`src/rtl/keyed_value_table_unit_defines.svh`:
```
// ----------------------------------------------------------------------------
// keyed_value_table_unit_defines
// Assertion macros shared by the keyed value table modules.
// ----------------------------------------------------------------------------
`ifndef KEYED_VALUE_TABLE_UNIT_DEFINES_SVH
`define KEYED_VALUE_TABLE_UNIT_DEFINES_SVH

// same-cycle implication, sampled on i_clk, quiet while in reset
`define KVT_ASSERT_IMPL(name, ante, cons) \
    name: assert property (@(posedge i_clk) disable iff (!i_rst_n) (ante) |-> (cons)) \
        else $error("kvt: same-cycle check failed");

// next-cycle implication, sampled on i_clk, quiet while in reset
`define KVT_ASSERT_NEXT(name, ante, cons) \
    name: assert property (@(posedge i_clk) disable iff (!i_rst_n) (ante) |=> (cons)) \
        else $error("kvt: next-cycle check failed");

`endif

```
`src/rtl/kvt_pkg.sv`:
```
// ----------------------------------------------------------------------------
// kvt_pkg
// Widths, request and status codes, and controller/datapath link types.
// ----------------------------------------------------------------------------
package kvt_pkg;

    // payload field widths
    localparam int REQ_TYPE_W   = 3;
    localparam int REQ_KEY_W    = 32;
    localparam int REQ_VALUE_W  = 32;
    localparam int STATUS_W     = 2;
    localparam int FOUND_W      = 32;
    localparam int COUNT_W      = 6;

    // parameter defaults
    localparam int DEF_TABLE_DEPTH = 32;
    localparam int DEF_KEY_BITS    = 32;
    localparam int DEF_VALUE_BITS  = 32;

    // request kinds
    typedef enum logic [REQ_TYPE_W-1:0] {
        OP_INSERT = 3'd0,
        OP_ERASE  = 3'd1,
        OP_GET    = 3'd2,
        OP_COUNT  = 3'd3,
        OP_CLEAR  = 3'd4
    } t_op;

    // result status codes
    typedef enum logic [STATUS_W-1:0] {
        STS_OK      = 2'd0,
        STS_FULL    = 2'd1,
        STS_DUP     = 2'd2,
        STS_MISSING = 2'd3
    } t_status;

    // controller to datapath
    typedef struct packed {
        logic start;       // latch request, rewind the walk
        logic walk;        // advance the walk pointer one slot
        logic shift;       // walk moves entries down instead of comparing
        logic shift_init;  // point the walk just past the hit slot
        logic commit;      // apply the update and load the response
    } t_dp_cmd;

    // datapath to controller
    typedef struct packed {
        logic walk_done;   // all slots issued and pipeline drained
        logic hit;         // key found during the scan
        logic is_erase;    // latched request is an erase
        logic out_free;    // response register can take a new result
    } t_dp_status;

endpackage

```
`src/rtl/kvt_if.sv`:
```
// ----------------------------------------------------------------------------
// kvt request and response interfaces
// Valid/ready channels carrying the table request and its result.
// ----------------------------------------------------------------------------
interface kvt_req_if;
    logic                              valid;
    logic                              ready;
    logic [kvt_pkg::REQ_TYPE_W-1:0]    req_type;
    logic [kvt_pkg::REQ_KEY_W-1:0]     req_key;
    logic [kvt_pkg::REQ_VALUE_W-1:0]   req_value;

    modport source (output valid, output req_type, output req_key, output req_value,
                    input ready);
    modport sink   (input valid, input req_type, input req_key, input req_value,
                    output ready);
endinterface

interface kvt_rsp_if;
    logic                              valid;
    logic                              ready;
    logic [kvt_pkg::STATUS_W-1:0]      status;
    logic [kvt_pkg::FOUND_W-1:0]       found_value;
    logic [kvt_pkg::COUNT_W-1:0]       match_count;
    logic [kvt_pkg::COUNT_W-1:0]       entries_used;

    modport source (output valid, output status, output found_value,
                    output match_count, output entries_used, input ready);
    modport sink   (input valid, input status, input found_value,
                    input match_count, input entries_used, output ready);
endinterface

```
`src/rtl/kvt_ram.sv`:
```
// ----------------------------------------------------------------------------
// kvt_ram
// Generic simple dual-port RAM, one write and one registered read port.
// ----------------------------------------------------------------------------
module kvt_ram #(
    parameter int WIDTH = 32,
    parameter int DEPTH = 32
) (
    input  logic                       i_clk,
    input  logic                       i_we,
    input  logic [$clog2(DEPTH)-1:0]   i_waddr,
    input  logic [WIDTH-1:0]           i_wdata,
    input  logic [$clog2(DEPTH)-1:0]   i_raddr,
    output logic [WIDTH-1:0]           o_rdata
);
    logic [WIDTH-1:0] r_mem [DEPTH];

    // write port and registered read port
    always_ff @(posedge i_clk) begin
        if (i_we) begin
            r_mem[i_waddr] <= i_wdata;
        end
        o_rdata <= r_mem[i_raddr];
    end
endmodule

```
`src/rtl/kvt_datapath.sv`:
```
// ----------------------------------------------------------------------------
// kvt_datapath
// Key and value memories, walk pointer, compare logic and result register.
// ----------------------------------------------------------------------------
`include "keyed_value_table_unit_defines.svh"

module kvt_datapath #(
    parameter int TABLE_DEPTH = kvt_pkg::DEF_TABLE_DEPTH,
    parameter int KEY_BITS    = kvt_pkg::DEF_KEY_BITS,
    parameter int VALUE_BITS  = kvt_pkg::DEF_VALUE_BITS
) (
    input  logic                             i_clk,
    input  logic                             i_rst_n,
    input  logic [kvt_pkg::REQ_TYPE_W-1:0]   i_req_type,
    input  logic [kvt_pkg::REQ_KEY_W-1:0]    i_req_key,
    input  logic [kvt_pkg::REQ_VALUE_W-1:0]  i_req_value,
    input  kvt_pkg::t_dp_cmd                 i_cmd,
    output kvt_pkg::t_dp_status              o_status,
    input  logic                             i_rsp_ready,
    output logic                             o_rsp_valid,
    output logic [kvt_pkg::STATUS_W-1:0]     o_rsp_status,
    output logic [kvt_pkg::FOUND_W-1:0]      o_rsp_found_value,
    output logic [kvt_pkg::COUNT_W-1:0]      o_rsp_match_count,
    output logic [kvt_pkg::COUNT_W-1:0]      o_rsp_entries_used
);
    import kvt_pkg::*;

    localparam int AW = $clog2(TABLE_DEPTH);
    localparam int IW = $clog2(TABLE_DEPTH + 1);
    localparam logic [IW-1:0] DEPTH_CNT = IW'(TABLE_DEPTH);

    // latched request
    logic [REQ_TYPE_W-1:0]  r_op,  n_op;
    logic [KEY_BITS-1:0]    r_key, n_key;
    logic [VALUE_BITS-1:0]  r_val, n_val;

    // table occupancy and walk state
    logic [IW-1:0]          r_fill,    n_fill;
    logic [IW-1:0]          r_rd_idx,  n_rd_idx;
    logic                   r_cmp_vld, n_cmp_vld;
    logic [AW-1:0]          r_cmp_idx, n_cmp_idx;
    logic                   r_hit,     n_hit;
    logic [AW-1:0]          r_pos,     n_pos;
    logic [VALUE_BITS-1:0]  r_found,   n_found;
    logic [IW-1:0]          r_cnt,     n_cnt;

    // response register
    logic                   r_rsp_vld,    n_rsp_vld;
    logic [STATUS_W-1:0]    r_rsp_status, n_rsp_status;
    logic [FOUND_W-1:0]     r_rsp_found,  n_rsp_found;
    logic [COUNT_W-1:0]     r_rsp_match,  n_rsp_match;
    logic [COUNT_W-1:0]     r_rsp_used,   n_rsp_used;

    // memory ports
    logic                   w_we;
    logic [AW-1:0]          w_waddr;
    logic [KEY_BITS-1:0]    w_wkey;
    logic [VALUE_BITS-1:0]  w_wval;
    logic [KEY_BITS-1:0]    w_rkey;
    logic [VALUE_BITS-1:0]  w_rval;
    logic                   w_issue;

    kvt_ram #(.WIDTH(KEY_BITS), .DEPTH(TABLE_DEPTH)) u_key_ram (
        .i_clk   (i_clk),
        .i_we    (w_we),
        .i_waddr (w_waddr),
        .i_wdata (w_wkey),
        .i_raddr (r_rd_idx[AW-1:0]),
        .o_rdata (w_rkey)
    );

    kvt_ram #(.WIDTH(VALUE_BITS), .DEPTH(TABLE_DEPTH)) u_value_ram (
        .i_clk   (i_clk),
        .i_we    (w_we),
        .i_waddr (w_waddr),
        .i_wdata (w_wval),
        .i_raddr (r_rd_idx[AW-1:0]),
        .o_rdata (w_rval)
    );

    // next-state logic for walk, compare, update and response
    always_comb begin
        n_op         = r_op;
        n_key        = r_key;
        n_val        = r_val;
        n_fill       = r_fill;
        n_rd_idx     = r_rd_idx;
        n_cmp_vld    = r_cmp_vld;
        n_cmp_idx    = r_cmp_idx;
        n_hit        = r_hit;
        n_pos        = r_pos;
        n_found      = r_found;
        n_cnt        = r_cnt;
        n_rsp_vld    = r_rsp_vld;
        n_rsp_status = r_rsp_status;
        n_rsp_found  = r_rsp_found;
        n_rsp_match  = r_rsp_match;
        n_rsp_used   = r_rsp_used;
        w_we         = 1'b0;
        w_waddr      = r_cmp_idx - AW'(1);
        w_wkey       = w_rkey;
        w_wval       = w_rval;
        w_issue      = (r_rd_idx < r_fill);

        // new request
        if (i_cmd.start) begin
            n_op      = i_req_type;
            n_key     = KEY_BITS'(i_req_key);
            n_val     = VALUE_BITS'(i_req_value);
            n_rd_idx  = '0;
            n_cmp_vld = 1'b0;
            n_hit     = 1'b0;
            n_cnt     = '0;
            n_found   = '0;
        end

        // erase: restart the walk one past the removed slot
        if (i_cmd.shift_init) begin
            n_rd_idx  = IW'(r_pos) + IW'(1);
            n_cmp_vld = 1'b0;
        end

        // one slot per cycle, data compared in the cycle after its read
        if (i_cmd.walk) begin
            n_cmp_vld = w_issue;
            n_cmp_idx = r_rd_idx[AW-1:0];
            if (w_issue) begin
                n_rd_idx = r_rd_idx + IW'(1);
            end
            if (r_cmp_vld) begin
                if (i_cmd.shift) begin
                    w_we = 1'b1;
                end else begin
                    if ((w_rkey == r_key) && !r_hit) begin
                        n_hit   = 1'b1;
                        n_pos   = r_cmp_idx;
                        n_found = w_rval;
                    end
                    if (w_rval == r_val) begin
                        n_cnt = r_cnt + IW'(1);
                    end
                end
            end
        end

        // response taken downstream
        if (r_rsp_vld && i_rsp_ready) begin
            n_rsp_vld = 1'b0;
        end

        // apply the update and load the result
        if (i_cmd.commit) begin
            n_rsp_vld    = 1'b1;
            n_rsp_status = STS_OK;
            n_rsp_found  = '0;
            n_rsp_match  = '0;
            case (r_op)
                OP_INSERT: begin
                    if (r_fill == DEPTH_CNT) begin
                        n_rsp_status = STS_FULL;
                    end else if (r_hit) begin
                        n_rsp_status = STS_DUP;
                    end else begin
                        w_we    = 1'b1;
                        w_waddr = r_fill[AW-1:0];
                        w_wkey  = r_key;
                        w_wval  = r_val;
                        n_fill  = r_fill + IW'(1);
                    end
                end
                OP_ERASE: begin
                    if (!r_hit) begin
                        n_rsp_status = STS_MISSING;
                    end else begin
                        n_fill = r_fill - IW'(1);
                    end
                end
                OP_GET: begin
                    if (!r_hit) begin
                        n_rsp_status = STS_MISSING;
                    end else begin
                        n_rsp_found = FOUND_W'(r_found);
                    end
                end
                OP_COUNT: begin
                    n_rsp_match = COUNT_W'(r_cnt);
                end
                OP_CLEAR: begin
                    n_fill = '0;
                end
                default: begin
                end
            endcase
            n_rsp_used = COUNT_W'(n_fill);
        end
    end

    // control registers
    always_ff @(posedge i_clk) begin
        if (!i_rst_n) begin
            r_fill    <= '0;
            r_rd_idx  <= '0;
            r_cmp_vld <= 1'b0;
            r_hit     <= 1'b0;
            r_rsp_vld <= 1'b0;
        end else begin
            r_fill    <= n_fill;
            r_rd_idx  <= n_rd_idx;
            r_cmp_vld <= n_cmp_vld;
            r_hit     <= n_hit;
            r_rsp_vld <= n_rsp_vld;
        end
    end

    // payload registers
    always_ff @(posedge i_clk) begin
        r_op         <= n_op;
        r_key        <= n_key;
        r_val        <= n_val;
        r_cmp_idx    <= n_cmp_idx;
        r_pos        <= n_pos;
        r_found      <= n_found;
        r_cnt        <= n_cnt;
        r_rsp_status <= n_rsp_status;
        r_rsp_found  <= n_rsp_found;
        r_rsp_match  <= n_rsp_match;
        r_rsp_used   <= n_rsp_used;
    end

    // status back to the controller
    assign o_status.walk_done = (r_rd_idx == r_fill) && !r_cmp_vld;
    assign o_status.hit       = r_hit;
    assign o_status.is_erase  = (r_op == OP_ERASE);
    assign o_status.out_free  = !r_rsp_vld || i_rsp_ready;

    assign o_rsp_valid        = r_rsp_vld;
    assign o_rsp_status       = r_rsp_status;
    assign o_rsp_found_value  = r_rsp_found;
    assign o_rsp_match_count  = r_rsp_match;
    assign o_rsp_entries_used = r_rsp_used;

    // checks
    `KVT_ASSERT_IMPL(a_fill_bound, 1'b1, r_fill <= DEPTH_CNT)
    `KVT_ASSERT_IMPL(a_shift_below_fill, i_cmd.shift && w_we, IW'(r_cmp_idx) < r_fill)
    `KVT_ASSERT_NEXT(a_commit_loads_rsp, i_cmd.commit, r_rsp_vld)
endmodule

```
`src/rtl/kvt_ctrl.sv`:
```
// ----------------------------------------------------------------------------
// kvt_ctrl
// Request sequencer: scan, optional shift on erase, then result commit.
// ----------------------------------------------------------------------------
`include "keyed_value_table_unit_defines.svh"

module kvt_ctrl (
    input  logic                 i_clk,
    input  logic                 i_rst_n,
    input  logic                 i_req_valid,
    output logic                 o_req_ready,
    input  kvt_pkg::t_dp_status  i_status,
    output kvt_pkg::t_dp_cmd     o_cmd
);
    import kvt_pkg::*;

    typedef enum logic [3:0] {
        ST_IDLE  = 4'b0001,
        ST_SCAN  = 4'b0010,
        ST_SHIFT = 4'b0100,
        ST_DONE  = 4'b1000
    } t_state;

    t_state r_state, n_state;

    // state transitions and commands
    always_comb begin
        n_state     = r_state;
        o_cmd       = '0;
        o_req_ready = 1'b0;
        case (r_state)
            ST_IDLE: begin
                o_req_ready = 1'b1;
                if (i_req_valid) begin
                    o_cmd.start = 1'b1;
                    n_state     = ST_SCAN;
                end
            end
            ST_SCAN: begin
                o_cmd.walk = 1'b1;
                if (i_status.walk_done) begin
                    if (i_status.is_erase && i_status.hit) begin
                        o_cmd.shift_init = 1'b1;
                        n_state          = ST_SHIFT;
                    end else begin
                        n_state = ST_DONE;
                    end
                end
            end
            ST_SHIFT: begin
                o_cmd.walk  = 1'b1;
                o_cmd.shift = 1'b1;
                if (i_status.walk_done) begin
                    n_state = ST_DONE;
                end
            end
            ST_DONE: begin
                if (i_status.out_free) begin
                    o_cmd.commit = 1'b1;
                    n_state      = ST_IDLE;
                end
            end
            default: begin
                n_state = ST_IDLE;
            end
        endcase
    end

    // state register
    always_ff @(posedge i_clk) begin
        if (!i_rst_n) begin
            r_state <= ST_IDLE;
        end else begin
            r_state <= n_state;
        end
    end

    // checks
    `KVT_ASSERT_IMPL(a_commit_needs_room, o_cmd.commit, i_status.out_free)
    `KVT_ASSERT_NEXT(a_start_to_scan, o_cmd.start, r_state == ST_SCAN)
    `KVT_ASSERT_IMPL(a_shift_on_erase_hit, r_state == ST_SHIFT, i_status.is_erase && i_status.hit)
endmodule

```
`src/rtl/keyed_value_table_unit.sv`:
```
// ----------------------------------------------------------------------------
// keyed_value_table_unit
// Bounded key/value table kept as a packed list in two RAMs.
//
//   channel   dir   payload                                         handshake
//   i_req     in    req_type, req_key, req_value                    valid/ready
//   o_rsp     out   status, found_value, match_count, entries_used  valid/ready
//
// One request at a time; every request walks the occupied slots through the
// RAM read port, one slot per cycle.
// An erase that hits adds a second walk that moves the later entries down.
// Reset clears the entry count and the walk and response state, not the RAMs;
// no memory clearing pass is needed. A stalled result sits in the output
// register; the next request is taken meanwhile and only its commit waits for the register to drain.
// ----------------------------------------------------------------------------
module keyed_value_table_unit #(
    parameter int TABLE_DEPTH = kvt_pkg::DEF_TABLE_DEPTH,
    parameter int KEY_BITS    = kvt_pkg::DEF_KEY_BITS,
    parameter int VALUE_BITS  = kvt_pkg::DEF_VALUE_BITS
) (
    input  logic  i_clk,
    input  logic  i_rst_n,
    kvt_req_if.sink    i_req,
    kvt_rsp_if.source  o_rsp
);
    import kvt_pkg::*;

    t_dp_cmd     w_cmd;
    t_dp_status  w_status;
    logic        w_req_ready;

    // sequencer
    kvt_ctrl u_ctrl (
        .i_clk       (i_clk),
        .i_rst_n     (i_rst_n),
        .i_req_valid (i_req.valid),
        .o_req_ready (w_req_ready),
        .i_status    (w_status),
        .o_cmd       (w_cmd)
    );

    // storage and compare
    kvt_datapath #(
        .TABLE_DEPTH (TABLE_DEPTH),
        .KEY_BITS    (KEY_BITS),
        .VALUE_BITS  (VALUE_BITS)
    ) u_datapath (
        .i_clk              (i_clk),
        .i_rst_n            (i_rst_n),
        .i_req_type         (i_req.req_type),
        .i_req_key          (i_req.req_key),
        .i_req_value        (i_req.req_value),
        .i_cmd              (w_cmd),
        .o_status           (w_status),
        .i_rsp_ready        (o_rsp.ready),
        .o_rsp_valid        (o_rsp.valid),
        .o_rsp_status       (o_rsp.status),
        .o_rsp_found_value  (o_rsp.found_value),
        .o_rsp_match_count  (o_rsp.match_count),
        .o_rsp_entries_used (o_rsp.entries_used)
    );

    assign i_req.ready = w_req_ready;
endmodule

```
`src/flat_wrapper.sv`:
```
// flat-port wrapper written by rule: the top's interface ports become plain ports
module keyed_value_table_unit_flat import kvt_pkg::*;
#(
    parameter int TABLE_DEPTH = kvt_pkg::DEF_TABLE_DEPTH,
    parameter int KEY_BITS    = kvt_pkg::DEF_KEY_BITS,
    parameter int VALUE_BITS  = kvt_pkg::DEF_VALUE_BITS
)
  (i_clk, i_rst_n, i_req_valid, i_req_req_type, i_req_req_key, i_req_req_value, i_req_ready, o_rsp_valid, o_rsp_status, o_rsp_found_value, o_rsp_match_count, o_rsp_entries_used, o_rsp_ready);
  kvt_req_if i_req_i ();
  kvt_rsp_if o_rsp_i ();
  input  logic i_clk;
  input  logic i_rst_n;
  input wire logic [$bits(i_req_i.valid)-1:0] i_req_valid;
  input wire logic [$bits(i_req_i.req_type)-1:0] i_req_req_type;
  input wire logic [$bits(i_req_i.req_key)-1:0] i_req_req_key;
  input wire logic [$bits(i_req_i.req_value)-1:0] i_req_req_value;
  output wire logic [$bits(i_req_i.ready)-1:0] i_req_ready;
  output wire logic [$bits(o_rsp_i.valid)-1:0] o_rsp_valid;
  output wire logic [$bits(o_rsp_i.status)-1:0] o_rsp_status;
  output wire logic [$bits(o_rsp_i.found_value)-1:0] o_rsp_found_value;
  output wire logic [$bits(o_rsp_i.match_count)-1:0] o_rsp_match_count;
  output wire logic [$bits(o_rsp_i.entries_used)-1:0] o_rsp_entries_used;
  input wire logic [$bits(o_rsp_i.ready)-1:0] o_rsp_ready;
  assign i_req_i.valid = i_req_valid;
  assign i_req_i.req_type = i_req_req_type;
  assign i_req_i.req_key = i_req_req_key;
  assign i_req_i.req_value = i_req_req_value;
  assign i_req_ready = i_req_i.ready;
  assign o_rsp_valid = o_rsp_i.valid;
  assign o_rsp_status = o_rsp_i.status;
  assign o_rsp_found_value = o_rsp_i.found_value;
  assign o_rsp_match_count = o_rsp_i.match_count;
  assign o_rsp_entries_used = o_rsp_i.entries_used;
  assign o_rsp_i.ready = o_rsp_ready;
  keyed_value_table_unit #(.TABLE_DEPTH(TABLE_DEPTH), .KEY_BITS(KEY_BITS), .VALUE_BITS(VALUE_BITS)) u_core (.i_clk(i_clk), .i_rst_n(i_rst_n), .i_req(i_req_i), .o_rsp(o_rsp_i));
endmodule
```
`config.mk`:
```
export PLATFORM = sky130hd
export DESIGN_NAME = keyed_value_table_unit_flat
export DESIGN_NICKNAME = d
export VERILOG_FILES = /design/src/rtl/kvt_pkg.sv /design/src/rtl/kvt_if.sv /design/src/rtl/kvt_ram.sv /design/src/rtl/kvt_datapath.sv /design/src/rtl/kvt_ctrl.sv /design/src/rtl/keyed_value_table_unit.sv /design/src/flat_wrapper.sv
export VERILOG_INCLUDE_DIRS = /design/src /design/src/rtl
export SDC_FILE = /design/constraint.sdc
export NUM_CORES = 2
export LEC_CHECK = 0
export BUFFER_PORTS_ARGS = -buffer_cell sky130_fd_sc_hd__buf_2
export CORE_ASPECT_RATIO = 0.75
export CORE_UTILIZATION = 46
export CTS_CLUSTER_SIZE = 16
export DETAILED_ROUTE_END_ITERATION = 8
export GPL_TIMING_DRIVEN = 0
export HOLD_SLACK_MARGIN = 0.08
export PLACE_DENSITY_LB_ADDON = 0.2
export SKIP_LAST_GASP = 1
export SYNTH_ARGS = -nofsm -noshare
export SYNTH_HDL_FRONTEND = slang
export SYNTH_SLANG_ARGS = --single-unit
```
`constraint.sdc`:
```
create_clock -name i_clk -period 10.3 [get_ports i_clk]
set_clock_uncertainty 0.1 [all_clocks]
set_input_delay 1.03 -clock i_clk [delete_from_list [all_inputs] [get_ports i_clk]]
set_output_delay 1.03 -clock i_clk [all_outputs]
set_load 0.005 [all_outputs]
```
### Yosys cells after proc, flatten, opt, wreduce, memory -nomap -nowiden

Memory sizes are Yosys's and may differ from the RTL's. A register that Yosys moved wholly into a read port is not among the register bits.
Index checks and enable logic that the tools add are counted.

| storage, ports and cells | value |
|---|---|
| bits in registers | 180 |
| bits in writable memories | 2,048 |
| input port bits | 71 |
| output and inout port bits | 48 |
| word-level logic and storage cells | 128 |
| memories | 2 |

Memory list:

| memory | words | bits a word | read ports | clocked after Yosys merged registers in | wr ports | line | RTL |
|---|---|---|---|---|---|---|---|
| u_core.u_datapath.u_key_ram.r_mem | 32 | 32 | 1 | 1 | 1 | kvt_ram.sv:16 | `logic [WIDTH-1:0] r_mem [DEPTH];` |
| u_core.u_datapath.u_value_ram.r_mem | 32 | 32 | 1 | 1 | 1 | kvt_ram.sv:16 |  |

| cells by class | value |
|---|---|
| add/subtract/negate cells | 6 |
| magnitude comparators | 1 |
| equality and inequality tests | 16 |
| multiplexer cells | 69 |
| bitwise gates (word level) | 1 |
| reduce and logical (&&, ||, !) cells | 16 |

Operators with widths:

| kind | count |
|---|---|
| $mux W32 | 13 |
| $mux W6 | 12 |
| $eq A32 B32 Y1 | 2 |
| $mux W1 | 29 |
| $mux W4 | 5 |
| $mux W5 | 4 |
| $add A6 B1 Y6 const B | 3 |
| $pmux W6 S3 | 1 |
| $pmux W4 S4 | 1 |
| $ne A2 B2 Y1 const B | 4 |
| $reduce_and A4 Y1 | 2 |
| $add A5 B1 Y6 const B | 1 |
| $eq A3 B2 Y1 const B | 2 |
| $eq A6 B6 Y1 | 1 |
| $eq A6 B6 Y1 const B | 1 |
| $lt A6 B6 Y1 | 1 |
| $mux W2 | 3 |
| $sub A6 B1 Y6 const B | 1 |
| $sub A5 B1 Y5 const B | 1 |
| $eq A4 B1 Y1 const B | 1 |
| $eq A4 B2 Y1 const B | 1 |
| $eq A4 B3 Y1 const B | 1 |
| $eq A4 B4 Y1 const B | 1 |
| $logic_and A1 B1 Y1 | 4 |
| other kinds (11) | 14 |

### Longest topological paths before layout

| depth | value |
|---|---|
| word-level depth | 11 |
| mapped depth | 12 |
| depth with buffers taken out | 8 |

### By module

Synthesis repeated with hierarchy kept, for this count alone.

| unflattened totals | value |
|---|---|
| cell total of the unflattened synthesis | 5,261 |
| area total of the unflattened synthesis | 89,853.7 um2 |

Modules (own cells, without submodules):

| module | instances | cells an instance | area each (um2) | sequential area each (um2) |
|---|---|---|---|---|
| kvt_ram (u_core.u_datapath.u_key_ram) | 1 | 2,260 | 40,492.6 | 31,390.1 |
| kvt_ram (u_core.u_datapath.u_value_ram) | 1 | 2,260 | 40,485.1 | 31,390.1 |
| kvt_datapath | 1 | 704 | 8,590.7 | 4,754.6 |
| kvt_ctrl | 1 | 37 | 285.3 | 80.1 |

### Least setup slack after synthesis

Ideal clock, no wire load.

| timing | value |
|---|---|
| kind | register to register |
| from | register u_core.u_datapath.r_fill[0] |
| to | memory u_core.u_datapath.u_key_ram.r_mem[15][0], enable pin |
| library setup time | 0.564 ns |
| arrival time | 6.462 ns |
| required time | 9.636 ns |
| slack | 3.174 ns |
| cell stages (with the launch flop) | 10 |
| buffers on the path | 3 |
| clock period less this slack | 7.126 ns |
| path through | dfxtp_1 clkbuf_1 inv_1 ha_1 a31oi_1 and3_1 buf_2 buf_4 a31oi_1 nor3_1 |

| on the way | value |
|---|---|
| word-level cells in the longest chain between the ends | 6 |
| elaborated cells between the ends (all ways) | 10 |
| those cells by class | eq/ne: 1; mux: 9 |

RTL lines:

| what | line | RTL |
|---|---|---|
| from (decl) | kvt_datapath.sv:38 | `logic [IW-1:0] r_fill, n_fill;` |
| from (signal assigned) | kvt_datapath.sv:207 | `r_fill <= n_fill;` |
| $eq A6 B6 Y1 | kvt_datapath.sv:159 | `if (r_fill == DEPTH_CNT) begin` |
| $mux W1 | kvt_datapath.sv:159 |  |
| $mux W1 | kvt_datapath.sv:157 | `case (r_op)` |
| $mux W1 | kvt_datapath.sv:152 | `if (i_cmd.commit) begin` |
| $mux W1 | kvt_ram.sv:20 | `if (i_we) begin` |
| $mux W1 (implied by the code) | kvt_ram.sv:21 | `r_mem[i_waddr] <= i_wdata;` |
| to (decl) | kvt_ram.sv:16 |  |

Parallel ways exist; a longest one is shown, timed or not.

### Worst setup path in the final report

| timing | value |
|---|---|
| from | register u_core.u_datapath.r_fill[0] |
| to | memory u_core.u_datapath.u_key_ram.r_mem[12][8], enable pin |

The elaborated chain is that of the path after synthesis.

==> impl_metrics.csv <==
group,metric,value,unit
worst_setup_path,start_kind,"flip-flop",
die,start_util,46.32,%
power_and_ir_drop,ir_worst_vdd,0.0001827,V
cts,holdBufCountCts,0,
timing,slew_viol_final,0,
global_routing,grt_pass1_wl,327500,um
worst_setup_path,r2r_setup_slack,4.83,ns
worst_setup_path,worst_path_dominant_cell_family,"buffers and inverters",
worst_setup_path,critPathRequiredTime,10.73,ns
worst_hold_path,worstHoldPathType,"primary input to flip-flop",
synthesis,yosys_warnings,0,
detailed_routing,drt_wl_total,233000,um
final_layout,nets,4412,
worst_setup_path,timing.critical_path.buf_inv,10,
cts,root_buffer,"clkbuf_16",
synthesis,ys_seq_elements,2292,
placed_design,gp_congestion,0.8131,
cts,h-tree-depth,4,
run_status,status,"complete, but fails checks",
worst_setup_path,worstPathArrival,5.90,ns
synthesis,synthCells,3798,
worst_hold_path,hold_start,"i_req_req_key[17]",
synthesis,synth_cell_types,59,
synthesis,async_flop_share,0,%
detailed_routing,viasPerCell,6.072,
timing,fmax,182.8,MHz
flow_run,cap_viol_max_count,1,
cts,path_clk_slew,0.06,ns
timing,period_share,53.13,%
placed_design,dp_hpwl,153900,um
cts,clk_latency,0.85,ns
placed_design,port_buffers,118,
worst_setup_path,r2r-end,"u_core.u_datapath.u_key_ram.r_mem[12][8]",
timing,worstMarginPinSlew,1.496,ns
synthesis,syn_area,87420,um2
global_routing,grt_max_degree,56,
global_routing,grt_pass1_vias,41980,
worst_setup_path,end_kind,"flip-flop",
timing,relSlewSlack,0.2745,%
worst_setup_path,max_stage_delay,0.73,ns
detailed_routing,drc,10,
detailed_routing,route.vias.total,42760,
cts,clockBufferDepth,3,
synthesis,synth_edf_count,2171,
die,rows,138,
worst_setup_path,path_class,"flip-flop to flip-flop",
cts,postCtsSetupRepairBufs,0,
die,core,188700,um2
timing,period_needed,5.472,ns
global_routing,grt.total_usage,24.44,%
detailed_routing,wl_per_cell,33.09,um
final_layout,nFillCells,14160,
cts,cts_inserted_buffers,215,
synthesis,seq_area_frac_synth,77.34,%
worst_setup_path,crit_end,"u_core.u_datapath.u_key_ram.r_mem[12][8]",
final_layout,area_growth,16.11,%
power_and_ir_drop,power_density,177.5,nW/um2
die,fp.dieH,379.5,um
cts,clock-sinks,2292,
timing,hold_viol,0,
global_routing,antenna_found_initial,10,
placed_design,dp_slack,4.929,ns
synthesis,synth_top_area_cell,"edfxtp_1",
detailed_routing,drt-initial-drc-count,6101,
synthesis,ys.flop_type,"edfxtp_1",
worst_setup_path,r2r-start,"u_core.u_datapath.r_fill[0]",
worst_setup_path,critPathMaxFanout,10,
final_layout,drive_above_1_share,33.34,%
synthesis,synth_top_area_share,74.57,%
timing,fin_setup_tns,0,ns
worst_setup_path,slowest_stage,"nor3_2",
synthesis,avgSynthCellArea,23.02,um2
run_status,violations,"design-rule violations, max-capacitance violations",
timing,setup_slack,4.828,ns
die,die-area,191800,um2
global_routing,overflow,0,
detailed_routing,dr.pass1.iters,9,
cts,cts_resized,0,
worst_setup_path,path_depth,15,
synthesis,yosys-top-cells-area,"edfxtp_1, mux4_2, dfxtp_1, mux2_2, clkbuf_1",
detailed_routing,ant_nets,0,
die,io_pins,119,
worst_setup_path,worstRegToRegCells,15,
power_and_ir_drop,p_leak,31.28,nW
worst_setup_path,crit_path_start,"u_core.u_datapath.r_fill[0]",
die,die_w,505.4,um
worst_setup_path,worstPathCellList,"clkbuf_1, inv_1, ha_1, a31oi_1, and3_1, buf_2, buf_4, a32oi_1, buf_4, nor3_2, buf_6, buf_8, buf_6, buf_6, buf_6",
timing,rsz0062_at_grt,"no",
synthesis,synth_fp_nets,3882,
worst_setup_path,crit_top_cell,"buf_6",
cts,cts_tree,"built",
timing,setup_viol,0,
placed cells by master (no fill, tap or decap), types with 47 or more instances in the layout:
cell type / count
edfxtp_1: 2171
mux4_2: 640
clkbuf_16: 219
buf_2: 168
clkbuf_1: 148
dfxtp_1: 121
mux2_2: 85
buf_6: 71
buf_12: 67
nand2_1: 65
inv_1: 53
nand3_1: 50
clkinv_1: 49
clkinv_2: 47
worst register-to-register path: stages (launching register included):
cell and delay (ns):
dfxtp_1 0.37, clkbuf_1 0.39, inv_1 0.22, ha_1 0.27, a31oi_1 0.53, and3_1 0.26, buf_2 0.32, buf_4 0.36
a32oi_1 0.32, buf_4 0.33, nor3_2 0.74, buf_6 0.28, buf_8 0.17, buf_6 0.17, buf_6 0.16, buf_6 0.17
power by group:
| part | switching (mW) | leakage (nW) | internal, mW | total [mW] |
|---|---|---|---|---|
| Clock | 3.49 | 3.35 | 4.28 | 7.77 |
| Sequential | 0.0291 | 20.6 | 10.1 | 10.1 |
| Combinational | 0.0950 | 7.31 | 0.0401 | 0.135 |
| Total | 3.61 | 31.3 | 14.4 | 18.0 |
flip-flops by register name, summed over array words and instances (netlist names), 32 cells and up:
signal,count
u_core.u_datapath.u_key_ram.o_rdata,32
u_core.u_datapath.u_value_ram.o_rdata,32
u_core.u_datapath.u_key_ram.r_mem,1024
u_core.u_datapath.r_val,32
u_core.u_datapath.u_value_ram.r_mem,1024
u_core.u_datapath.r_key,32
u_core.u_datapath.r_found,32
u_core.u_datapath.o_rsp_found_value,32
area by class of cell:
type | count | area [um2] | share of cell area (%)
Timing Repair Buffer | 313 | 3714 | 3.659
Clock buffer | 278 | 5762 | 5.677
Tap cell | 2520 | 3153 | 3.106
Multi-Input combinational cell | 1259 | 19060 | 18.78
Inverter | 55 | 209.0 | 0.2059
Buffer | 192 | 905.9 | 0.8925
Sequential cell | 2292 | 67610 | 66.61
Antenna cell | 4 | 10.01 | 0.009861
Clock inverter | 128 | 1075 | 1.059
layer usage:
layer | share of wire (%) | global-route usage, % | vias up
met1 | 44 | 38.28 | 23230
met2 | 45 | 36.03 | 2171
met3 | 9.4 | 4.719 | 249
met4 | 1.6 | 4.473 | 0
li1 | - | - | 17110
met5 | 0 | 0 | -
logic make-up after synthesis:
| group | after synthesis | share of synthesized area, % |
|---|---|---|
| adder cells (fa/ha/maj) | 13 | 0.1861 |
| buffers and inverters | 247 | 1.265 |
| XOR/XNOR | 71 | 0.7113 |
| AO/OA/AOI/OAI | 136 | 0.9060 |
| flip-flops | 2292 | 77.34 |
| AND/OR/NAND/NOR | 291 | 1.713 |
| multiplexers | 748 | 17.87 |
cell usage after synthesis, types with 2 or more instances:
library cell and n:
mux2i_1 5, nand2_1 65, nand3b_1 5, a21oi_1 21, o21a_1 2, and3_1 3
buf_4 25, o41ai_1 2, o21ai_0 57, a311oi_1 3, nor4_1 14, buf_1 16
nor3_1 19, or2_2 3, o21ai_1 22, a21o_1 2, inv_2 2, nor2_1 56
nand3_1 50, nor2b_1 5, xor2_1 41, edfxtp_1 2171, or4_1 3, dfxtp_1 121
mux4_2 640, o31ai_1 4, inv_1 53, nor4b_2 2, or3_1 6, nand4_1 9
clkbuf_1 98, nand2b_1 6, buf_6 3, mux2_2 85, a31o_2 2, nand4b_1 3
and2_1 37, buf_2 50, mux2_1 17, ha_1 13, a31oi_1 8, a211oi_1 3
xnor2_1 30
metrics by stage:
step	power [mW]	hold WS (ns)	std cells	cell area (um2)	util, %
final	18.02	0.2456	7041	101500	53.78
after detailed placement	10.44	0.3628	6631	94660	50.16
after global placement	10.43	0.3399	6436	91160	48.31
after CTS	18.12	0.1965	7037	101500	53.78
after floorplan	10.35	0.3282	3798	87420	-
after global routing	18.47	0.2044	7039	101500	53.78
worst min-delay path by stage:
stage	slack [ns]	endpoint	cells past startpoint
finish	0.25	u_core.u_datapath.r_key[17]	1
detailed placement	0.36	u_core.u_datapath.r_cnt[5]	1
CTS	0.20	u_core.u_datapath.r_val[28]	1
global placement	0.34	u_core.u_datapath.r_cnt[5]	1
floorplan	0.33	u_core.u_datapath.r_cnt[5]	1
global route	0.20	u_core.u_datapath.r_key[13]	1
No activity file was read; power rests on OpenSTA's default activity.
